`src/rtl/ffba_pkg.sv`:
```
// shared constants, codes and types of the first-fit block allocator
`default_nettype none
package ffba_pkg;

  // heap geometry
  localparam int MAX_BLOCKS   = 256;
  localparam int IDX_W        = $clog2(MAX_BLOCKS);
  localparam int CNT_W        = IDX_W + 1;
  localparam int ADDR_W       = 17;
  localparam int REQ_W        = 16;
  localparam int HEADER_BYTES = 8;
  localparam int HEAP_CAP     = 65536;

  // configuration port
  localparam int PADDR_W = 3;
  localparam int PDATA_W = 32;
  localparam logic REG_HEAP_LIMIT = 1'b0;

  // result codes
  typedef enum logic [1:0] {
    STATUS_OK      = 2'd0,
    STATUS_LIMIT   = 2'd1,
    STATUS_FULL    = 2'd2,
    STATUS_UNKNOWN = 2'd3
  } status_t;

  // request kinds
  typedef enum logic {
    MODE_ALLOC   = 1'b0,
    MODE_RELEASE = 1'b1
  } mode_t;

  // one write into the block table
  typedef struct packed {
    logic              size_we;
    logic              free_we;
    logic [IDX_W-1:0]  addr;
    logic [ADDR_W-1:0] size;
    logic              free;
  } tbl_wr_t;

  // operands of one scan step
  typedef struct packed {
    mode_t             mode;
    logic              free;
    logic [ADDR_W-1:0] size;
    logic [ADDR_W-1:0] base;
    logic [ADDR_W-1:0] total;
    logic [ADDR_W-1:0] addr;
  } step_in_t;

  // outcome of one scan step
  typedef struct packed {
    logic              hit;
    logic [ADDR_W-1:0] base_next;
    logic [ADDR_W-1:0] user_addr;
  } step_out_t;

endpackage
`default_nettype wire

```
`src/rtl/ffba_step.sv`:
```
// shared add and compare unit used once per visited block
`default_nettype none
module ffba_step import ffba_pkg::*; (
  input  wire step_in_t  op,
  output step_out_t      res
);

  logic [ADDR_W:0] user_wide;

  always_comb begin
    // user address of the block under test
    user_wide     = {1'b0, op.base} + (ADDR_W + 1)'(HEADER_BYTES);
    res.user_addr = user_wide[ADDR_W-1:0];
    // running block start
    res.base_next = op.base + op.size;
    // fit test or address match
    if (op.mode == MODE_ALLOC) begin
      res.hit = op.free && (op.size >= op.total);
    end else begin
      res.hit = (user_wide == {1'b0, op.addr});
    end
  end

endmodule
`default_nettype wire

```
`config.mk`:
```
export PLATFORM = sky130hd
export DESIGN_NAME = ffba_step
export DESIGN_NICKNAME = d
export VERILOG_FILES = /design/src/rtl/ffba_pkg.sv /design/src/rtl/ffba_step.sv
export SDC_FILE = /design/constraint.sdc
export NUM_CORES = 1
export LEC_CHECK = 0
export BUFFER_PORTS_ARGS = -buffer_cell sky130_fd_sc_hd__buf_2
export CORE_UTILIZATION = 50
export DETAILED_ROUTE_END_ITERATION = 10
export GPL_TIMING_DRIVEN = 0
export PLACE_DENSITY = 0.88
export SYNTH_ARGS = -nofsm -noshare
export SYNTH_HDL_FRONTEND = slang
export SYNTH_SLANG_ARGS = --single-unit
```
`constraint.sdc`:
```
create_clock -name vclk -period 8.15
set_clock_uncertainty 0.2 [all_clocks]
set_input_delay 1.2225 -clock vclk [all_inputs]
set_output_delay 1.2225 -clock vclk [all_outputs]
set_load 0.01 [all_outputs]
```
# Word-level counts from Yosys, hierarchy flattened
# Index checks and enable logic that the tools add are counted.
[word_totals] regBits=0 output_inout_bits=35
[classes] n_reduce_logical=1 n_eq_ne=1 muxes=1 addsub=2 n_lt_le_gt_ge=1
[ops] op="$add A17 B4 Y18 const B" n=1
[ops] op="$eq A18 B17 Y1" n=1
[ops] op="$add A17 B17 Y17" n=1
[ops] op="$ge A17 B17 Y1" n=1
[ops] op="$logic_and A1 B1 Y1" n=1
[ops] op="$mux W1" n=1

# Depth between registers and ports, before layout
# Gate-level depths: netlist of the first run.
[logic_depth] depth_word=3 mapped_depth=8 mapped_depth_nobuf=8

# Least setup slack after synthesis of the first run
# No wires, ideal clock.
[synth_path] path_kind="in2out" start="in op[34] (netlist bit)" end="out res[33] (netlist bit)" setup_slack_ps=3576 required_time_ps=6727 t_arrival_ps=3152 stages=8 path_cell_list="ha_1 fa_1 a211oi_1 o211ai_1 a221oi_1 o21ai_0 a21oi_1 xnor2_1"
[synth_rtl] element="start, declared" line_no="ffba_step.sv:4" text="input wire step_in_t op,"
[synth_rtl] element="end, declared" line_no="ffba_step.sv:5" text="output step_out_t res"

==> flow_metrics.tcl, run 1 <==
set metrics [dict create \
    yosysSeqAreaShare 0 \
    vdd_drop_max_mv 0.0438 \
    hold_start "op[51]" \
    finalWirelength_mm 5.68 \
    nFlopsAndLatches 0 \
    p_int_mw 0.0767 \
    port_buffers 104 \
    die_area_sq_mm 0.00425 \
    nClkBuffers 0 \
    whs_ns 2.56 \
    timing.critical_path.arrival_ns 3.71 \
    place_worst_setup_slack_ns 3.00 \
    synth.distinct_cells 58 \
    first_global_vias 2227 \
    synth_warnings 0 \
    cp.required_ns 6.73 \
    grt_pass1_wl_mm 8.94 \
    grt_max_degree 9 \
    cts_resized 0 \
    cap_violations 0 \
    antenna_cells 0 \
    leakage_nw 1.30 \
    crit_buf_inv 2 \
    overflow 0 \
    synth_largest_area_cell "ha_1" \
    grtUsageTotal 0.261 \
    initial_core_util 0.533 \
    hold_viol_final 0 \
    synth_area_per_cell_sq_um 7.10 \
    power_density_mw_per_mm2 65.9 \
    min_period_ns 5.14 \
    p_seq_frac 0 \
    io_pins 105 \
    area_growth_pct 29.1 \
    max_stage_delay_ns 0.50 \
    p_comb_frac 1.000 \
    ant_nets 0 \
    outcome "finished clean" \
    gp_congestion 0.921 \
    cp_top_family "compound AO/OA/AOI/OAI gates" \
    drt-initial-drc-count 120 \
    slew_viol_final 0 \
    synth_nets 386 \
    hold_path.class "in -> out" \
    syn_inst 281 \
    fin_tns_setup_ns 0 \
    tightestPinTransition_ns 0.514 \
    fin_cells 433 \
    fp.dieH_um 65.2 \
    synth_area_leaders "ha_1 (21%), xnor2_1 (12%), inv_1 (6.0%)" \
    seqCellArea_sq_um 0 \
    die_w_um 65.2 \
    cts_setup_buffers 0 \
    worstPathCellList "buf_2 > ha_1 > fa_1 > a211oi_1 > o211ai_1 > a221oi_1 > o21ai_0 > a21oi_1 > xnor2_1 > buf_2" \
    netlist_top_cells_count "ha_1 (34), inv_1 (32), xnor2_1 (27)" \
    coreArea_sq_mm 0.00374 \
    drc_errors 0 \
    slowest_stage "a221oi_1" \
    dp_hpwl_mm 5.06 \
    drive_above_1_share 0.314 \
    crit_top_cell "buf_2" \
    wire_per_inst_um 13.1 \
    critPathCaptureType "primary output" \
    critPathKind "in -> out" \
    p_sw_mw 0.0931 \
    yosysMostFrequentCell "ha_1" \
    hold_path_end "res[17]" \
    avgViaCountPerCell 5.52 \
    startpoint_type "input pin" \
    antenna_found_initial 0 \
    setup_ws_ns 3.01 \
    fin_crit_sh 0.630 \
    setup_violations 0 \
    swShare 0.548 \
    max-slew-margin-rel 0.658 \
    final_util 0.688 \
    max_freq_ghz 0.195 \
    synth.top_cell.area_share 0.213 \
    cp_max_fo 3 \
    drtPass1Iterations 4 \
    holdPathStages 3 \
    fin_nets 492 \
    place_inst 433 \
    via_count 2392 \
    power_frac_clock 0 \
    rows 22 \
    syn-cell-area_sq_mm 0.00199 \
    rsz0062_at_grt "false" \
    ctsHoldBuffers 0 \
]
worst max-delay path by stage:
stage              end    from  cells after the start
3_3_place_gp   res[33]  op[34]                     10
4_1_cts        res[33]  op[34]                     10
5_1_grt        res[33]  op[34]                     10
2_1_floorplan  res[33]  op[34]                      8
3_5_place_dp   res[33]  op[34]                     10
6_report       res[33]  op[34]                     10
routing by layer:
metal / GRT usage / part of all wire / vias up
li1: - / - / 1237
met1: 0.309 / 0.43 / 1039
met2: 0.492 / 0.47 / 101
met3: 0.0122 / 0.067 / 15
met4: 0.0978 / 0.033 / 0
met5: 0 / 0 / -
tightest hold or removal path, cell delays in order:
cell	delay (ns)
buf_2	0.09
ha_1	0.11
buf_2	0.12
power by group through the flow:
stage               Sequential (mW)  Clock [mW]  Combinational [mW]
finish                            0           0               0.170
global route                      0           0               0.189
CTS                               0           0               0.170
detailed placement                0           0               0.169
global placement                  0           0               0.166
floorplan                         0           0               0.106
through the flow:
stage | instance area, sq um | total power [mW]
final | 2570 | 0.170
after global routing | 2570 | 0.189
after CTS | 2570 | 0.170
after detailed placement | 2570 | 0.169
after global placement | 2570 | 0.166
after floorplan | 1990 | 0.106
layout make-up:
| class | count | area, sq um |
|---|---|---|
| multi-input combinational | 236 | 1810 |
| timing repair buffer | 104 | 520 |
| tap | 48 | 60.1 |
| fill | 340 | 1170 |
| buffer | 13 | 65.1 |
| inverter | 32 | 120 |
kinds of logic after synthesis:
family | count (synthesis) | synth area share
buffers and inverters | 45 | 0.0928
adders and majority gates | 35 | 0.223
xor gates and xnor gates | 40 | 0.176
muxes | 1 | 0.00502
AOI/OAI and AO/OA | 81 | 0.280
and+or+nand+nor | 79 | 0.223
cells in the final DEF (no fill, tap or decap), types with 5 or more instances in the layout:
master,count
clkbuf_1,5
nor2_1,19
a21o_1,8
inv_1,32
xor2_1,13
nand4_1,6
nand3_1,16
xnor2_1,27
a211oi_1,6
buf_2,108
ha_1,34
nand2_1,14
o21ai_0,13
a21oi_1,19
Note: power is estimated with default switching activity, not from simulation.
==> run 2: changes to the inputs <==
Settings changed: CORE_UTILIZATION 50 to 48, PLACE_DENSITY 0.88 to 0.84.
Clock period 8.15 ns to 5.2 ns, I/O delays scaled along.
==> flow_metrics.tcl, run 2 (synthesis gave the netlist of run 1 again) <==
set metrics [dict create \
    outcome "finished clean" \
    place_worst_setup_slack_ns 0.953 \
    fin_tns_setup_ns 0 \
    holdPathStages 3 \
    fin_nets 492 \
    max_stage_delay_ns 0.51 \
    area_growth_pct 29.2 \
    final_util 0.644 \
    rsz0062_at_grt "false" \
    overflow 0 \
    port_buffers 104 \
    ant_nets 0 \
    crit_end "res[33]" \
    io_pins 105 \
    leakage_nw 1.30 \
    critPathKind "in -> out" \
    max-slew-margin-rel 0.651 \
    antenna_found_initial 0 \
    via_count 2448 \
    initial_core_util 0.499 \
    drtPass1Iterations 4 \
    coreArea_sq_mm 0.00400 \
    cp.required_ns 4.22 \
    fp.dieH_um 66.5 \
    met2_length_mm 2.93 \
    drt-initial-drc-count 155 \
    cap_violations 0 \
    cp_max_fo 3 \
    drc_errors 0 \
    wire_per_inst_um 13.6 \
    cts_setup_buffers 0 \
    crit_top_cell "buf_2" \
    ctsHoldBuffers 0 \
    slowest_stage "a221oi_1" \
    drive_above_1_share 0.314 \
    min_period_ns 4.28 \
    top_layer "met4" \
    first_global_vias 2327 \
    dp_hpwl_mm 5.24 \
    critPathCaptureType "primary output" \
    hold_viol_final 0 \
    grtUsageTotal 0.269 \
    final_cell_mix "buf_2 (108), ha_1 (34), inv_1 (32)" \
    die_w_um 66.5 \
    nClkBuffers 0 \
    seqCellArea_sq_um 0 \
    final_common_cell "buf_2" \
    gp_congestion 0.884 \
    grt_pass1_wl_mm 9.46 \
    max_freq_ghz 0.234 \
    fin_crit_sh 0.823 \
    setup_ws_ns 0.922 \
    finalWirelength_mm 5.90 \
    nFlopsAndLatches 0 \
    tightestPinTransition_ns 0.523 \
    die_area_sq_mm 0.00442 \
    antenna_cells 0 \
    met1_length_mm 2.47 \
    crit_start "op[34]" \
    timing.critical_path.arrival_ns 3.30 \
    grt_max_degree 9 \
    worstPathCellList "buf_2 > ha_1 > fa_1 > a211oi_1 > o211ai_1 > a221oi_1 > o21ai_0 > a21oi_1 > xnor2_1 > buf_2" \
    hold_path.class "in -> out" \
    startpoint_type "input pin" \
    vdd_drop_max_mv 0.0685 \
    rows 23 \
    wl_met3_um 418 \
    setup_violations 0 \
    power_density_mw_per_mm2 104 \
    avgViaCountPerCell 5.63 \
    cts_resized 0 \
    slew_viol_final 0 \
]
-- run 2: cell counts in the layout (fill, tap and decap cells not counted) --
Identical to the previous run, type by type.
-- run 2: layout make-up --
cell class         count  area [sq um]
multi-input cells    236          1810
fillers              378          1420
repair buffers       104           520
inverters             32           120
plain buffers         13          65.1
well taps             50          62.6
-- run 2: layer usage --
| metal | vias to the layer above | global-route usage |
|---|---|---|
| met5 | - | 0 |
| met4 | 0 | 0.0585 |
| met3 | 8 | 0.0240 |
| met2 | 104 | 0.518 |
| met1 | 1102 | 0.316 |
| li1 | 1234 | - |
-- run 2: power by group --
group | total (mW) | switching, mW | internal (mW)
clock | 0 | 0 | 0
combinational | 0.269 | 0.149 | 0.120
sequential | 0 | 0 | 0
total | 0.269 | 0.149 | 0.120
-- run 2: through the flow --
| step | power, mW | hold slack (ns) | area, sq um | cells |
|---|---|---|---|---|
| finish | 0.269 | 1.67 | 2580 | 435 |
| global route | 0.299 | 1.69 | 2580 | 435 |
| CTS | 0.268 | 1.68 | 2580 | 435 |
| detailed placement | 0.267 | 1.68 | 2580 | 435 |
| global placement | 0.260 | 1.67 | 2580 | 435 |
| floorplan | 0.167 | 1.40 | 1990 | 281 |
-- run 2: critical path, delay by kind of cell --
family / cells / cell delay [ns]
adder cells (fa/ha/maj): 2 / 0.69
XOR/XNOR: 1 / 0.13
AO/OA/AOI/OAI: 5 / 1.42
buffers and inverters: 2 / 0.27
-- run 2: worst min path at each step --
stage                 from  endpoint  slack (ns)
CTS                 op[51]   res[17]        1.68
finish              op[51]   res[17]        1.67
global placement    op[51]   res[17]        1.67
floorplan           op[37]    res[3]        1.40
global route        op[51]   res[17]        1.69
detailed placement  op[51]   res[17]        1.68
==> run 3: changes to the inputs <==
Settings changed: ABC_AREA from default to 1, CORE_UTILIZATION 48 to 43, PLACE_DENSITY 0.84 to 0.8.
Clock period 5.2 ns to 3.6 ns, I/O delays scaled along.
==> flow_metrics.tcl, run 3 <==
set metrics [dict create \
    cp.required_ns 2.86 \
    die_area_sq_mm 0.00481 \
    startpoint_type "input pin" \
    gp_congestion 0.915 \
    outcome "finished clean" \
    wire_per_inst_um 10.5 \
    dp_hpwl_mm 4.77 \
    port_buffers 105 \
    finalWirelength_mm 5.28 \
    first_global_vias 2330 \
    seqCellArea_sq_um 0 \
    drc_errors 0 \
    fin_tns_setup_ns 0 \
    min_period_ns 3.03 \
    drtPass1Iterations 4 \
    synth_area_leaders "ha_1 (22%), nand2_1 (19%), inv_1 (12%)" \
    synth_area_per_cell_sq_um 5.67 \
    use_met2 0.401 \
    grt_pass1_wl_mm 9.14 \
    grt_max_degree 9 \
    die_w_um 69.4 \
    syn_inst 344 \
    cp_max_fo 4 \
    use_met3 0.00727 \
    max-slew-margin-rel 0.798 \
    fin_nets 556 \
    synth_warnings 0 \
    netlist_top_cells_count "nand2_1 (100), inv_1 (62), ha_1 (34)" \
    dpl_cell_area_sq_mm 0.00254 \
    critPathCaptureType "primary output" \
    synth_largest_area_cell "ha_1" \
    grtUsageTotal 0.218 \
    fin_area_sq_mm 0.00254 \
    critPathKind "in -> out" \
    synth_nets 449 \
    final_cell_mix "buf_2 (105), nand2_1 (100), inv_1 (62)" \
    hold_path.class "in -> out" \
    nClkBuffers 0 \
    drt-initial-drc-count 83 \
    cts_setup_buffers 0 \
    setup_violations 0 \
    nFillCells 449 \
    hold_viol_final 0 \
    leakage_nw 1.58 \
    synth.top_cell.area_share 0.218 \
    power_density_mw_per_mm2 144 \
    io_pins 105 \
    cap_violations 0 \
    grt_busiest_layer "met2" \
    via_count 2500 \
    ant_nets 0 \
    final_common_cell "buf_2" \
    vdd_drop_max_mv 0.0891 \
    antenna_cells 0 \
    fp.dieH_um 69.4 \
    multi_input_area_sq_mm 0.00169 \
    antenna_found_initial 0 \
    slew_viol_final 0 \
    rsz0062_at_grt "false" \
    max_freq_ghz 0.330 \
    fin_crit_sh 0.842 \
    timing.critical_path.arrival_ns 2.29 \
    ctsHoldBuffers 0 \
    initial_core_util 0.448 \
    cts_resized 0 \
    drive_above_1_share 0.267 \
    overflow 0 \
    area_growth_pct 30.3 \
    syn-cell-area_sq_mm 0.00195 \
    avgViaCountPerCell 4.99 \
    place_inst 501 \
    rows 24 \
    coreArea_sq_mm 0.00435 \
    setup_ws_ns 0.568 \
    yosysMostFrequentCell "nand2_1" \
    place_worst_setup_slack_ns 0.578 \
    gr-usage-met1 0.276 \
    yosysSeqAreaShare 0 \
    nFlopsAndLatches 0 \
    power_mw 0.365 \
    tightestPinTransition_ns 0.301 \
    synth.distinct_cells 30 \
    fin_cells 501 \
]
## run 3: cell types whose count changed after synthesis, moves of 5 or more
cell and change:
a21o_1 -6, nand2_1 +86, nand4_1 +9, inv_1 +30
nand3b_1 +6, clkbuf_1 -5, a211oi_1 -5, nand3_1 +5
o21ai_0 -6, xnor2_1 -21
## run 3: final cells by class
type	count	area share
well taps	52	0.0256
inverters	63	0.0931
repair buffers	105	0.207
plain buffers	3	0.00886
multi-input cells	278	0.666
## run 3: power by group
| part | internal, mW | switching (mW) |
|---|---|---|
| sequential | 0 | 0 |
| clock | 0 | 0 |
| combinational | 0.157 | 0.208 |
## run 3: logic make-up after synthesis
| group | after synthesis | share of synthesized area |
|---|---|---|
| adders and majority gates | 35 | 0.228 |
| and+or+nand+nor | 183 | 0.434 |
| buffers and inverters | 66 | 0.133 |
| xor gates and xnor gates | 19 | 0.0853 |
| AOI/OAI and AO/OA | 41 | 0.120 |
## run 3: final timing paths
check,start,to,slack [ns],cells past startpoint
setup / recovery,op[34],res[29],0.57,13
hold / removal,op[36],res[2],1.19,3
## run 3: critical path, cell delays in order
cell and delay, ns:
buf_2 0.12, ha_1 0.22, fa_1 0.41, nand3_1 0.09, nand2_1 0.08, nand3_1 0.07, nand2_1 0.11, nand3_1 0.09
nand2_1 0.10, nand2_1 0.10, o21ai_1 0.07, xor2_1 0.14, buf_2 0.15
## run 3: stage by stage
stage / utilization / hold WS [ns]
2_1_floorplan: - / 0.951
3_3_place_gp: 0.584 / 1.19
3_5_place_dp: 0.584 / 1.19
4_1_cts: 0.584 / 1.19
5_1_grt: 0.584 / 1.20
6_report: 0.584 / 1.19
## run 3: metal layers
metal  wire length [um]  vias to the layer above
li1                   -                     1336
met1               2450                     1081
met2               2510                       73
met3                233                       10
met4                 87                        0
met5                  0                        -
